### config.mk
export PLATFORM = sky130hd
export DESIGN_NAME = percent_escape_decoder
export DESIGN_NICKNAME = d
export VERILOG_FILES = /design/src/hw/rtl/ped_pkg.sv /design/src/hw/rtl/ped_front.sv /design/src/hw/rtl/ped_queue.sv /design/src/hw/rtl/ped_back.sv /design/src/hw/rtl/percent_escape_decoder.sv
export VERILOG_INCLUDE_DIRS = /design/src /design/src/hw/rtl
export SDC_FILE = /design/constraint.sdc
export NUM_CORES = 1
export LEC_CHECK = 0
export BUFFER_PORTS_ARGS = -buffer_cell sky130_fd_sc_hd__buf_2
export CORE_AREA = 2 2 150 152
export DETAILED_ROUTE_END_ITERATION = 10
export DIE_AREA = 0 0 152 154
export PLACE_DENSITY_LB_ADDON = 0.05
export REMOVE_ABC_BUFFERS = 1
export SLEW_MARGIN = 5
export SYNTH_ARGS = -nofsm -noshare
export SYNTH_HDL_FRONTEND = slang
export SYNTH_SLANG_ARGS = --single-unit
### constraint.sdc
create_clock -name i_clk -period 5.95 [get_ports i_clk]
set_input_delay 0.2975 -clock i_clk [delete_from_list [all_inputs] [get_ports i_clk]]
set_output_delay 0.2975 -clock i_clk [all_outputs]
set_load 0.02 [all_outputs]
### src/hw/rtl/percent_escape_decoder_assert.svh
// Assertion macros for the percent-escape decoder RTL.
// No dependencies; included by files that carry concurrent checks.
`ifndef PERCENT_ESCAPE_DECODER_ASSERT_SVH
`define PERCENT_ESCAPE_DECODER_ASSERT_SVH
`ifndef SYNTHESIS
`define PED_ASSERT_IMPLY(lbl, clk, rstn, ante, cons) \
    lbl: assert property (@(posedge clk) disable iff (!rstn) (ante) |-> (cons)) \
        else $error("percent_escape_decoder: same-cycle check failed");
`define PED_ASSERT_NEXT(lbl, clk, rstn, ante, cons) \
    lbl: assert property (@(posedge clk) disable iff (!rstn) (ante) |=> (cons)) \
        else $error("percent_escape_decoder: next-cycle check failed");
`else
`define PED_ASSERT_IMPLY(lbl, clk, rstn, ante, cons)
`define PED_ASSERT_NEXT(lbl, clk, rstn, ante, cons)
`endif
`endif

### src/hw/rtl/ped_pkg.sv
// Shared types, constants and hex helpers for the percent-escape decoder.
// No dependencies; used by every module of the block.
`default_nettype none
package ped_pkg;

    localparam logic [7:0] PCT_CHAR = 8'h25;

    // Pending-escape codes held by the front end
    localparam logic [1:0] PEND_NONE  = 2'd0;
    localparam logic [1:0] PEND_PCT   = 2'd1;
    localparam logic [1:0] PEND_DIGIT = 2'd2;

    localparam int QDEPTH = 4;
    localparam int QAW    = $clog2(QDEPTH);
    localparam int QCW    = $clog2(QDEPTH + 1);

    // One request's worth of decoded bytes, cnt in 1..3, data[0] goes out first
    typedef struct packed {
        logic [1:0]      cnt;
        logic [2:0][7:0] data;
        logic            last;
    } t_entry;

    typedef struct packed {
        logic   valid;
        t_entry entry;
    } t_qhead;

    function automatic logic is_hex(input logic [7:0] b);
        return (b >= 8'h30 && b <= 8'h39) ||
               (b >= 8'h41 && b <= 8'h46) ||
               (b >= 8'h61 && b <= 8'h66);
    endfunction

    // Only meaningful when is_hex(b) holds
    function automatic logic [3:0] hex_val(input logic [7:0] b);
        logic [3:0] v;
        if (b <= 8'h39) begin
            v = b[3:0];
        end else begin
            v = 4'(b[3:0] + 4'd9);
        end
        return v;
    endfunction

endpackage
`default_nettype wire

### src/hw/rtl/ped_front.sv
// Front end: accepts raw bytes, tracks the pending escape, emits queue entries.
// Depends on ped_pkg.
`default_nettype none
module ped_front (
    input  wire logic            i_clk,
    input  wire logic            i_rst_n,
    input  wire logic            i_in_valid,
    output logic                 o_in_ready,
    input  wire logic [7:0]      i_in_byte,
    input  wire logic            i_in_last,
    input  wire logic            i_q_full,
    output logic                 o_push,
    output ped_pkg::t_entry      o_entry
);

    logic [1:0]      r_pend;
    logic [1:0]      n_pend;
    logic [7:0]      r_held;
    logic [7:0]      n_held;
    logic [1:0]      c_cnt;
    logic [2:0][7:0] c_data;
    logic            c_accept;

    assign o_in_ready = !i_q_full;
    assign c_accept   = i_in_valid && o_in_ready;

    always_comb begin
        logic do_fresh;
        c_cnt    = '0;
        c_data   = '0;
        n_pend   = r_pend;
        n_held   = r_held;
        do_fresh = 1'b0;

        unique case (r_pend)
            ped_pkg::PEND_PCT: begin
                if (ped_pkg::is_hex(i_in_byte)) begin
                    n_pend = ped_pkg::PEND_DIGIT;
                    n_held = i_in_byte;
                end else begin
                    c_data[0] = ped_pkg::PCT_CHAR;
                    c_cnt     = 2'd1;
                    n_pend    = ped_pkg::PEND_NONE;
                    do_fresh  = 1'b1;
                end
            end
            ped_pkg::PEND_DIGIT: begin
                if (ped_pkg::is_hex(i_in_byte)) begin
                    c_data[0] = {ped_pkg::hex_val(r_held), ped_pkg::hex_val(i_in_byte)};
                    c_cnt     = 2'd1;
                end else begin
                    c_data[0] = ped_pkg::PCT_CHAR;
                    c_data[1] = r_held;
                    c_cnt     = 2'd2;
                    do_fresh  = 1'b1;
                end
                n_pend = ped_pkg::PEND_NONE;
            end
            default: begin
                n_pend   = ped_pkg::PEND_NONE;
                do_fresh = 1'b1;
            end
        endcase

        // Re-examine the byte as a fresh one
        if (do_fresh) begin
            if (i_in_byte == ped_pkg::PCT_CHAR) begin
                n_pend = ped_pkg::PEND_PCT;
            end else begin
                c_data[c_cnt] = i_in_byte;
                c_cnt         = c_cnt + 2'd1;
            end
        end

        // Flush anything still pending at end of string
        if (i_in_last) begin
            if (n_pend == ped_pkg::PEND_PCT) begin
                c_data[c_cnt] = ped_pkg::PCT_CHAR;
                c_cnt         = c_cnt + 2'd1;
            end else if (n_pend == ped_pkg::PEND_DIGIT) begin
                c_data[0] = ped_pkg::PCT_CHAR;
                c_data[1] = n_held;
                c_cnt     = 2'd2;
            end
            n_pend = ped_pkg::PEND_NONE;
        end
    end

    assign o_push        = c_accept && (c_cnt != 2'd0);
    assign o_entry.cnt   = c_cnt;
    assign o_entry.data  = c_data;
    assign o_entry.last  = i_in_last;

    always_ff @(posedge i_clk) begin
        if (!i_rst_n) begin
            r_pend <= ped_pkg::PEND_NONE;
        end else if (c_accept) begin
            r_pend <= n_pend;
        end
    end

    always_ff @(posedge i_clk) begin
        if (c_accept) begin
            r_held <= n_held;
        end
    end

endmodule
`default_nettype wire

### src/hw/rtl/ped_queue.sv
// Short entry queue between front and back end of the decoder.
// Depends on ped_pkg.
`default_nettype none
module ped_queue (
    input  wire logic            i_clk,
    input  wire logic            i_rst_n,
    input  wire logic            i_push,
    input  wire ped_pkg::t_entry i_entry,
    output logic                 o_full,
    input  wire logic            i_pop,
    output ped_pkg::t_qhead      o_head
);

    ped_pkg::t_entry                r_mem [ped_pkg::QDEPTH];
    logic [ped_pkg::QAW-1:0]        r_wptr;
    logic [ped_pkg::QAW-1:0]        r_rptr;
    logic [ped_pkg::QCW-1:0]        r_cnt;

    function automatic logic [ped_pkg::QAW-1:0] ptr_inc(input logic [ped_pkg::QAW-1:0] p);
        return (p == ped_pkg::QAW'(ped_pkg::QDEPTH - 1)) ? '0 : p + ped_pkg::QAW'(1);
    endfunction

    assign o_full       = (r_cnt == ped_pkg::QCW'(ped_pkg::QDEPTH));
    assign o_head.valid = (r_cnt != '0);
    assign o_head.entry = r_mem[r_rptr];

    always_ff @(posedge i_clk) begin
        if (!i_rst_n) begin
            r_wptr <= '0;
            r_rptr <= '0;
            r_cnt  <= '0;
        end else begin
            if (i_push) begin
                r_wptr <= ptr_inc(r_wptr);
            end
            if (i_pop) begin
                r_rptr <= ptr_inc(r_rptr);
            end
            if (i_push && !i_pop) begin
                r_cnt <= r_cnt + ped_pkg::QCW'(1);
            end else if (i_pop && !i_push) begin
                r_cnt <= r_cnt - ped_pkg::QCW'(1);
            end
        end
    end

    always_ff @(posedge i_clk) begin
        if (i_push) begin
            r_mem[r_wptr] <= i_entry;
        end
    end

endmodule
`default_nettype wire

### src/hw/rtl/ped_back.sv
// Back end: walks each queued entry byte by byte into the output register.
// Depends on ped_pkg.
`default_nettype none
module ped_back (
    input  wire logic            i_clk,
    input  wire logic            i_rst_n,
    input  wire ped_pkg::t_qhead i_head,
    output logic                 o_pop,
    output logic                 o_out_valid,
    input  wire logic            i_out_ready,
    output logic [7:0]           o_out_byte,
    output logic                 o_out_last
);

    logic       r_out_valid;
    logic [7:0] r_out_byte;
    logic       r_out_last;
    logic [1:0] r_idx;
    logic       c_free;
    logic       c_take;
    logic       c_final;

    assign c_free  = !r_out_valid || i_out_ready;
    assign c_take  = i_head.valid && c_free;
    assign c_final = (r_idx == (i_head.entry.cnt - 2'd1));
    assign o_pop   = c_take && c_final;

    always_ff @(posedge i_clk) begin
        if (!i_rst_n) begin
            r_out_valid <= 1'b0;
            r_idx       <= '0;
        end else begin
            if (c_free) begin
                r_out_valid <= c_take;
            end
            if (c_take) begin
                r_idx <= c_final ? 2'd0 : r_idx + 2'd1;
            end
        end
    end

    always_ff @(posedge i_clk) begin
        if (c_take) begin
            r_out_byte <= i_head.entry.data[r_idx];
            r_out_last <= i_head.entry.last && c_final;
        end
    end

    assign o_out_valid = r_out_valid;
    assign o_out_byte  = r_out_byte;
    assign o_out_last  = r_out_last;

endmodule
`default_nettype wire

### src/hw/rtl/percent_escape_decoder.sv
// Streaming URI percent-decoder, top level.
// Depends on ped_pkg, ped_front, ped_queue, ped_back and the assertion header.
//
// Usage:
//   Input channel (i_in_valid / o_in_ready) carries one raw byte per request,
//   with i_in_last on the final byte of a string. Output channel
//   (o_out_valid / i_out_ready) carries decoded bytes; o_out_last marks the
//   final decoded byte of a string. A string's last input always yields at
//   least one output, so every string ends with o_out_last.
//   "%XY" with two hex digits becomes one byte; a broken escape passes the
//   '%' (and any held digit) through as text and rescans the offending byte.
//   Anything pending at the last byte is flushed as text.
// Timing:
//   An accepted request is written into the queue; the back end then moves
//   its bytes one by one into the output register, which holds each until
//   i_out_ready. One input request is taken every cycle while the queue is
//   not full; the back end drains one output byte per cycle while the
//   receiver is ready, so broken escapes that expand to two or three bytes
//   build up in the 4-entry queue; o_in_ready drops only when it is full.
// Reset: synchronous, active low; clears the pending escape, the queue and
//   the output register. When the receiver stalls, the output register holds
//   and the queue fills, after which input is back-pressured.
`default_nettype none
`include "percent_escape_decoder_assert.svh"
module percent_escape_decoder (
    input  wire logic       i_clk,
    input  wire logic       i_rst_n,
    input  wire logic       i_in_valid,
    output logic            o_in_ready,
    input  wire logic [7:0] i_in_byte,
    input  wire logic       i_in_last,
    output logic            o_out_valid,
    input  wire logic       i_out_ready,
    output logic [7:0]      o_out_byte,
    output logic            o_out_last
);

    logic               q_full;
    logic               q_push;
    logic               q_pop;
    ped_pkg::t_entry    q_entry;
    ped_pkg::t_qhead    q_head;
    logic               in_acc;

    assign in_acc = i_in_valid && o_in_ready;

    // Classify bytes and hold the pending escape
    ped_front u_front (
        .i_clk      (i_clk),
        .i_rst_n    (i_rst_n),
        .i_in_valid (i_in_valid),
        .o_in_ready (o_in_ready),
        .i_in_byte  (i_in_byte),
        .i_in_last  (i_in_last),
        .i_q_full   (q_full),
        .o_push     (q_push),
        .o_entry    (q_entry)
    );

    // Decouple the two sides
    ped_queue u_queue (
        .i_clk   (i_clk),
        .i_rst_n (i_rst_n),
        .i_push  (q_push),
        .i_entry (q_entry),
        .o_full  (q_full),
        .i_pop   (q_pop),
        .o_head  (q_head)
    );

    // Serialize entries to the output register
    ped_back u_back (
        .i_clk       (i_clk),
        .i_rst_n     (i_rst_n),
        .i_head      (q_head),
        .o_pop       (q_pop),
        .o_out_valid (o_out_valid),
        .i_out_ready (i_out_ready),
        .o_out_byte  (o_out_byte),
        .o_out_last  (o_out_last)
    );

    // End of string must always enqueue something carrying the last flag
    `PED_ASSERT_IMPLY(a_last_pushes, i_clk, i_rst_n, in_acc && i_in_last, q_push && q_entry.last)
    // Queued entries are never empty, or the back end would stall on them
    `PED_ASSERT_IMPLY(a_head_nonempty, i_clk, i_rst_n, q_head.valid, q_head.entry.cnt != 2'd0)

endmodule
`default_nettype wire

* Word level (Yosys, flattened, before mapping)
Memory sizes are Yosys's and may differ from the RTL's. A register that Yosys moved wholly into a read port is not among the register bits.
Cells that the tools add are included.
** Word-level totals
- Bits in registers :: 29
- Memory bits (writable) :: 108
- Bits of input ports :: 13
- Output and inout port bits :: 11
- Word-level logic and storage cells :: 113
- Memories kept :: 1
** Memories
- u_queue.r_mem :: words 4, width 27, read ports 1, clocked after memory_dff 1, write ports 1, line ped_queue.sv:14 : ped_pkg::t_entry r_mem [ped_pkg::QDEPTH];
** Operators by class
- $add $sub $neg :: 10
- Magnitude comparators :: 12
- Equality and inequality tests :: 9
- Muxes and demuxes :: 46
- Bitwise gates (word level) :: 3
- Reduce and logical (&&, ||, !) cells :: 23
** Operators with widths (number)
- $mux W24 :: 3
- $mux W8 :: 9
- $demux W8 S2 :: 2
- $mux W16 :: 2
- $mux W2 :: 16
- $bwmux W24 :: 1
- $bmux W8 S2 :: 1
- $ge A8 B7 Y1 const B :: 2
- $le A8 B6 Y1 const B :: 2
- $le A8 B7 Y1 const B :: 2
- $pmux W8 S2 :: 1
- $and A15 B15 Y15 :: 1
- $not A15 Y15 :: 1
- $logic_and A1 B1 Y1 :: 12
- $add A2 B1 Y2 const B :: 5
- $lt A2 B3 Y1 const B :: 3
- $or A9 B9 Y9 :: 1
- $add A4 B4 Y4 const B :: 2
- $eq A2 B2 Y1 const B :: 4
- $eq A8 B6 Y1 const B :: 1
- $ge A8 B6 Y1 const B :: 1
- $mux W4 :: 2
- $mux W3 :: 2
- $mux W6 :: 1
- 14 further kinds :: 26

* Longest topological paths before layout
- Depth in word-level cells :: 18
- Mapped depth :: 21
- Gate-level depth less buffers :: 20

* Cells and area by module
Synthesis repeated with hierarchy kept, for this count alone.
** Unflattened totals
- Cells, all modules :: 448
- Area total of the unflattened synthesis :: 6652.6 sq um
** Modules (own cells, without submodules)
- ped_queue :: times used 1, cells each 185, area an instance 4403.0 sq um, sequential area each 3423.3 sq um
- ped_front :: times used 1, cells each 204, area an instance 1617.8 sq um, sequential area each 280.3 sq um
- ped_back :: times used 1, cells each 59, area an instance 631.9 sq um, sequential area each 330.3 sq um

* Worst setup path before layout
OpenSTA, ideal clock, no wires.
- Path type :: input -> register
- Start point :: input i_in_byte[3]
- End point :: register u_queue.r_cnt[2] (netlist bit)
- Arrival :: 4.264 ns
- Data required time :: 5.874 ns
- Slack :: 1.611 ns
- Stages :: 20
- Buffers on the path :: 2
- Cell sequence :: buf_4 > or4b_4 > a2111oi_0 > nor3_1 > nand2_1 > a21boi_0 > ha_1 > nand2_1 > o21a_4 > ha_1 > nand3_1 > o21a_1 > o21a_1 > buf_6 > ha_1 > inv_1 > fa_1 > xor2_1 > or3_1 > a21boi_0
** RTL lines
- from (decl) :: line percent_escape_decoder.sv:30 : input wire logic [7:0] i_in_byte,
- to (signal assigned) :: line ped_queue.sv:40 : r_cnt <= r_cnt + ped_pkg::QCW'(1);
- to (signal assigned) :: line ped_queue.sv:42 : r_cnt <= r_cnt - ped_pkg::QCW'(1);
- to (decl) :: line ped_queue.sv:17 : logic [ped_pkg::QCW-1:0] r_cnt;

==> reports/metrics.csv <==
stage,metric,value,unit
route,drt-pass1-iter-count,5,
setup_path,cpPeakStageDelay,670,ps
timing,slew_headroom,0.348,
setup_path,cp_cell_sequence,"buf_2, inv_1, ha_1, nor3b_1, a2111oi_0, nor3_1, nand2_1, a21boi_0, ha_1, nand2_1, o21a_4, ha_1, nand3_1, o21a_1, o21a_1, ha_1, inv_1, fa_1, xor2_1, or3_1, a21boi_0",
route,totalWireLength,16400,um
job,maxCapViolCount,0,
clock_network,post_cts_buffers,0,
route,via_count,3845,
clock_network,cts_tree,yes,
synthesis,synth_largest_area_cell,edfxtp_1,
timing,setup_violations,0,
hold_path,worstHoldStart,i_out_ready,
synthesis,syn_area,0.00647,mm2
global_routing,grt_max_degree,28,
synthesis,ys_seq_elements,139,
floorplanning,die_h,154,um
synthesis,synth_top_cell_area_share,0.580,
setup_path,reg2reg_slack,2000,ps
cells_and_area,nets,514,
setup_path,cp_max_fo,7,
clock_network,root_buffer,clkbuf_16,
cells_and_area,multi_input_area,0.00225,mm2
power,finalPower,0.00310,W
hold_path,hp-class,in2reg,
setup_path,r2r-end,u_queue.r_cnt[2]$_SDFFE_PN0P_,
timing,setup-tns-final,0,ps
setup_path,cp_top_family,compound AO/OA/AOI/OAI gates,
floorplanning,dieArea,0.0234,mm2
synthesis,synth-seq-area-share,0.624,
global_routing,grt.total_usage,0.146,
setup_path,reg2regPathDepth,16,
floorplanning,row_count,54,
hold_path,min_path_cells,4,
synthesis,async_reset_ff_frac,0,
timing,skew,12.5,ps
timing,rsz0062_at_grt,no,
timing,finalCritPeriodShare,0.788,
setup_path,r2r-start,u_front.r_pend[0]$_SDFFE_PN0P_,
cells_and_area,fin_area,0.00755,mm2
power,power.density,411,mW/mm2
setup_path,critPathBufInv,3,
placed_design,io_buffers,23,
cells_and_area,nFillCells,2075,
power,ir_worst_vdd,199,uV
timing,fin_crit,4690,ps
cells_and_area,diodes,0,
global_routing,grt_pass1_vias,3947,
setup_path,cp-end-kind,register,
synthesis,synthTopCellsByArea,"edfxtp_1 (58%), mux4_2 (9.4%), dfxtp_1 (4.3%)",
route,ant_nets,0,
route,drc,0,
synthesis,syn-instance-count,451,
timing,report.final.slew_viol_count,0,
placed_design,placed_cells,740,
timing,fmax,0.213,GHz
clock_network,clk-insertion-delay-late,420,ps
clock_network,cts_sinks,139,
cells_and_area,drive_gt1_frac,0.205,
global_routing,grt_pass1_wl,25100,um
clock_network,cts_buffer_depth,2,
hold_path,hold_path_end,u_back.o_out_valid$_SDFFE_PN0N_,
status,status,completed,
floorplanning,die_width,152,um
global_routing,antenna_found_initial,0,
global_routing,grt.overflow.total,0,
cells_and_area,fin_cells,772,
placed_design,dp_hpwl,11000,um
setup_path,path_class,in2reg,
cells_and_area,synthToLayoutAreaGrowth,16.7,%
setup_path,startpoint_type,input pin,
synthesis,synth_edf_count,125,
setup_path,path_common_cell,ha_1,
clock_network,ctsHoldBuffers,0,
synthesis,yosysWarnings,0,
cells_and_area,seqCellArea,0.00404,mm2
clock_network,clk_pin_slew,60,ps
timing,finalHoldViolCount,0,
route,drtIter0Drc,290,
synthesis,synthFlopType,edfxtp_1,
route,vias_per_cell,4.98,
setup_path,critPathSlowestCell,a2111oi_0,
power,leakagePower,2.63,nW
floorplanning,io_pins,24,
synthesis,synth.avg_cell_area,14.3,um2
floorplanning,start_util,0.298,
route,avgRoutedWirePerCell,21.3,um
synthesis,post_synth_num_cell_types,56,
timing,tightestPinTransition,976,ps
setup_path,cp.required,6300,ps
clock_network,cts.repair.resized,0,
floorplanning,design.core.area,0.0217,mm2
setup_path,arrival,5040,ps
placed_design,gp_congestion,0.860,
clock_network,cts_buffers,17,
clock_network,h-tree-depth,4,
placed_design,dpl-instance-area,0.00696,mm2
-- sequential cells by signal, summed over array words and instances, names as in the netlist, named ones only --
register and count:
u_back.o_out_byte 8, u_back.o_out_last 1, u_back.o_out_valid 1, u_back.r_idx 2, u_front.r_held 8, u_front.r_pend 2, u_queue.r_cnt 3, u_queue.r_mem 108
u_queue.r_rptr 2, u_queue.r_wptr 2
-- worst register-to-register path: cells and delay by family, from the launching register on --
family          cells  cell delay, ps
fa+ha+maj           5            1690
xor+xnor            1             180
buf+inv             2             120
flops               1             330
simple gates        3             420
compound gates      5            1140
-- cell usage after synthesis (2+ instances only) --
library cell / count
and3_1: 3
nor3_1: 5
clkbuf_1: 13
a21boi_0: 6
mux4_2: 27
a311oi_1: 2
a2111o_1: 2
a32oi_1: 3
nand2b_1: 4
nand4_1: 2
buf_1: 4
o21ai_0: 18
a21oi_1: 15
a2111oi_0: 2
nand2_1: 45
inv_1: 27
a22oi_1: 2
mux2i_1: 14
mux2_2: 2
nor2_1: 10
o21bai_1: 3
xnor2_1: 6
nand3_1: 9
nor2b_1: 4
a22o_1: 7
and2_1: 14
o21a_1: 2
dfxtp_1: 14
o31ai_1: 2
o22ai_1: 10
edfxtp_1: 125
or3_1: 4
ha_1: 21
nor3b_1: 2
-- placed cells by master (no fill, tap or decap), types with 3 or more instances in the layout --
| master | synthesis | layout |
|---|---|---|
| dfxtp_1 | 14 | 12 |
| xnor2_1 | 6 | 6 |
| a21oi_1 | 15 | 14 |
| o22ai_1 | 10 | 10 |
| clkinv_4 | 0 | 5 |
| clkbuf_16 | 0 | 17 |
| edfxtp_1 | 125 | 125 |
| mux2i_1 | 14 | 14 |
| nand3_1 | 9 | 9 |
| inv_6 | 0 | 3 |
| nor2b_1 | 4 | 4 |
| nand2_1 | 45 | 45 |
| buf_2 | 1 | 23 |
| or3_1 | 4 | 4 |
| nor3_1 | 5 | 5 |
| o21ai_0 | 18 | 18 |
| o21bai_1 | 3 | 3 |
| nor2_1 | 10 | 10 |
| a22o_1 | 7 | 7 |
| ha_1 | 21 | 21 |
| and3_1 | 3 | 3 |
| a32oi_1 | 3 | 3 |
| buf_4 | 1 | 3 |
| buf_12 | 0 | 4 |
| inv_1 | 27 | 27 |
| nand2b_1 | 4 | 4 |
| mux4_2 | 27 | 27 |
| and2_1 | 14 | 14 |
| a21boi_0 | 6 | 6 |
-- per-layer routing --
| metal | share of wire | vias to the layer above | track usage | routed length [um] |
|---|---|---|---|---|
| li1 | - | 1787 | - | - |
| met1 | 0.49 | 1955 | 0.209 | 8120 |
| met2 | 0.45 | 88 | 0.221 | 7410 |
| met3 | 0.040 | 15 | 0.0330 | 658 |
| met4 | 0.013 | 0 | 0.0467 | 221 |
| met5 | 0 | - | 0 | 0 |
-- worst max path at each step --
stage,startpoint,to,cells past startpoint
finish,i_in_byte[0],u_queue.r_cnt[2]$_SDFFE_PN0P_,21
global route,i_in_byte[0],u_queue.r_cnt[2]$_SDFFE_PN0P_,21
CTS,i_in_byte[0],u_queue.r_cnt[2]$_SDFFE_PN0P_,21
detailed placement,i_in_byte[0],u_queue.r_cnt[2]$_SDFFE_PN0P_,21
global placement,i_in_byte[0],u_queue.r_cnt[2]$_SDFFE_PN0P_,21
floorplan,i_in_byte[0],u_queue.r_cnt[2]$_SDFFE_PN0P_,20
-- final cells by class --
class                   instances  area share
flip-flops and latches        139       0.535
multi-input cells             263       0.298
clock buffers                  17      0.0563
well taps                     280      0.0464
repair buffers                 30      0.0288
clock inverters                15      0.0219
inverters                      28      0.0139
-- where the power goes --
| part | switching, W | total [W] | internal [W] |
|---|---|---|---|
| clock network | 0.000430 | 0.00105 | 0.000624 |
| logic | 0.000373 | 0.000702 | 0.000328 |
| registers | 0.000120 | 0.00135 | 0.00123 |
-- kinds of logic after synthesis --
group / Yosys count / share of synthesized area
xor+xnor: 7 / 0.00948
flops: 139 / 0.624
compound gates: 83 / 0.0905
mux: 43 / 0.119
fa+ha+maj: 22 / 0.0437
buf+inv: 49 / 0.0306
simple gates: 108 / 0.0830
-- metrics by stage --
step / worst slack (ps) / hold slack [ps] / util
detailed placement: 905 / 488 / 0.321
floorplan: 1690 / 396 / -
global route: 791 / 183 / 0.348
finish: 1260 / 177 / 0.348
CTS: 1320 / 158 / 0.348
global placement: 1040 / 471 / 0.321
No activity file was read; power rests on OpenSTA's default activity.
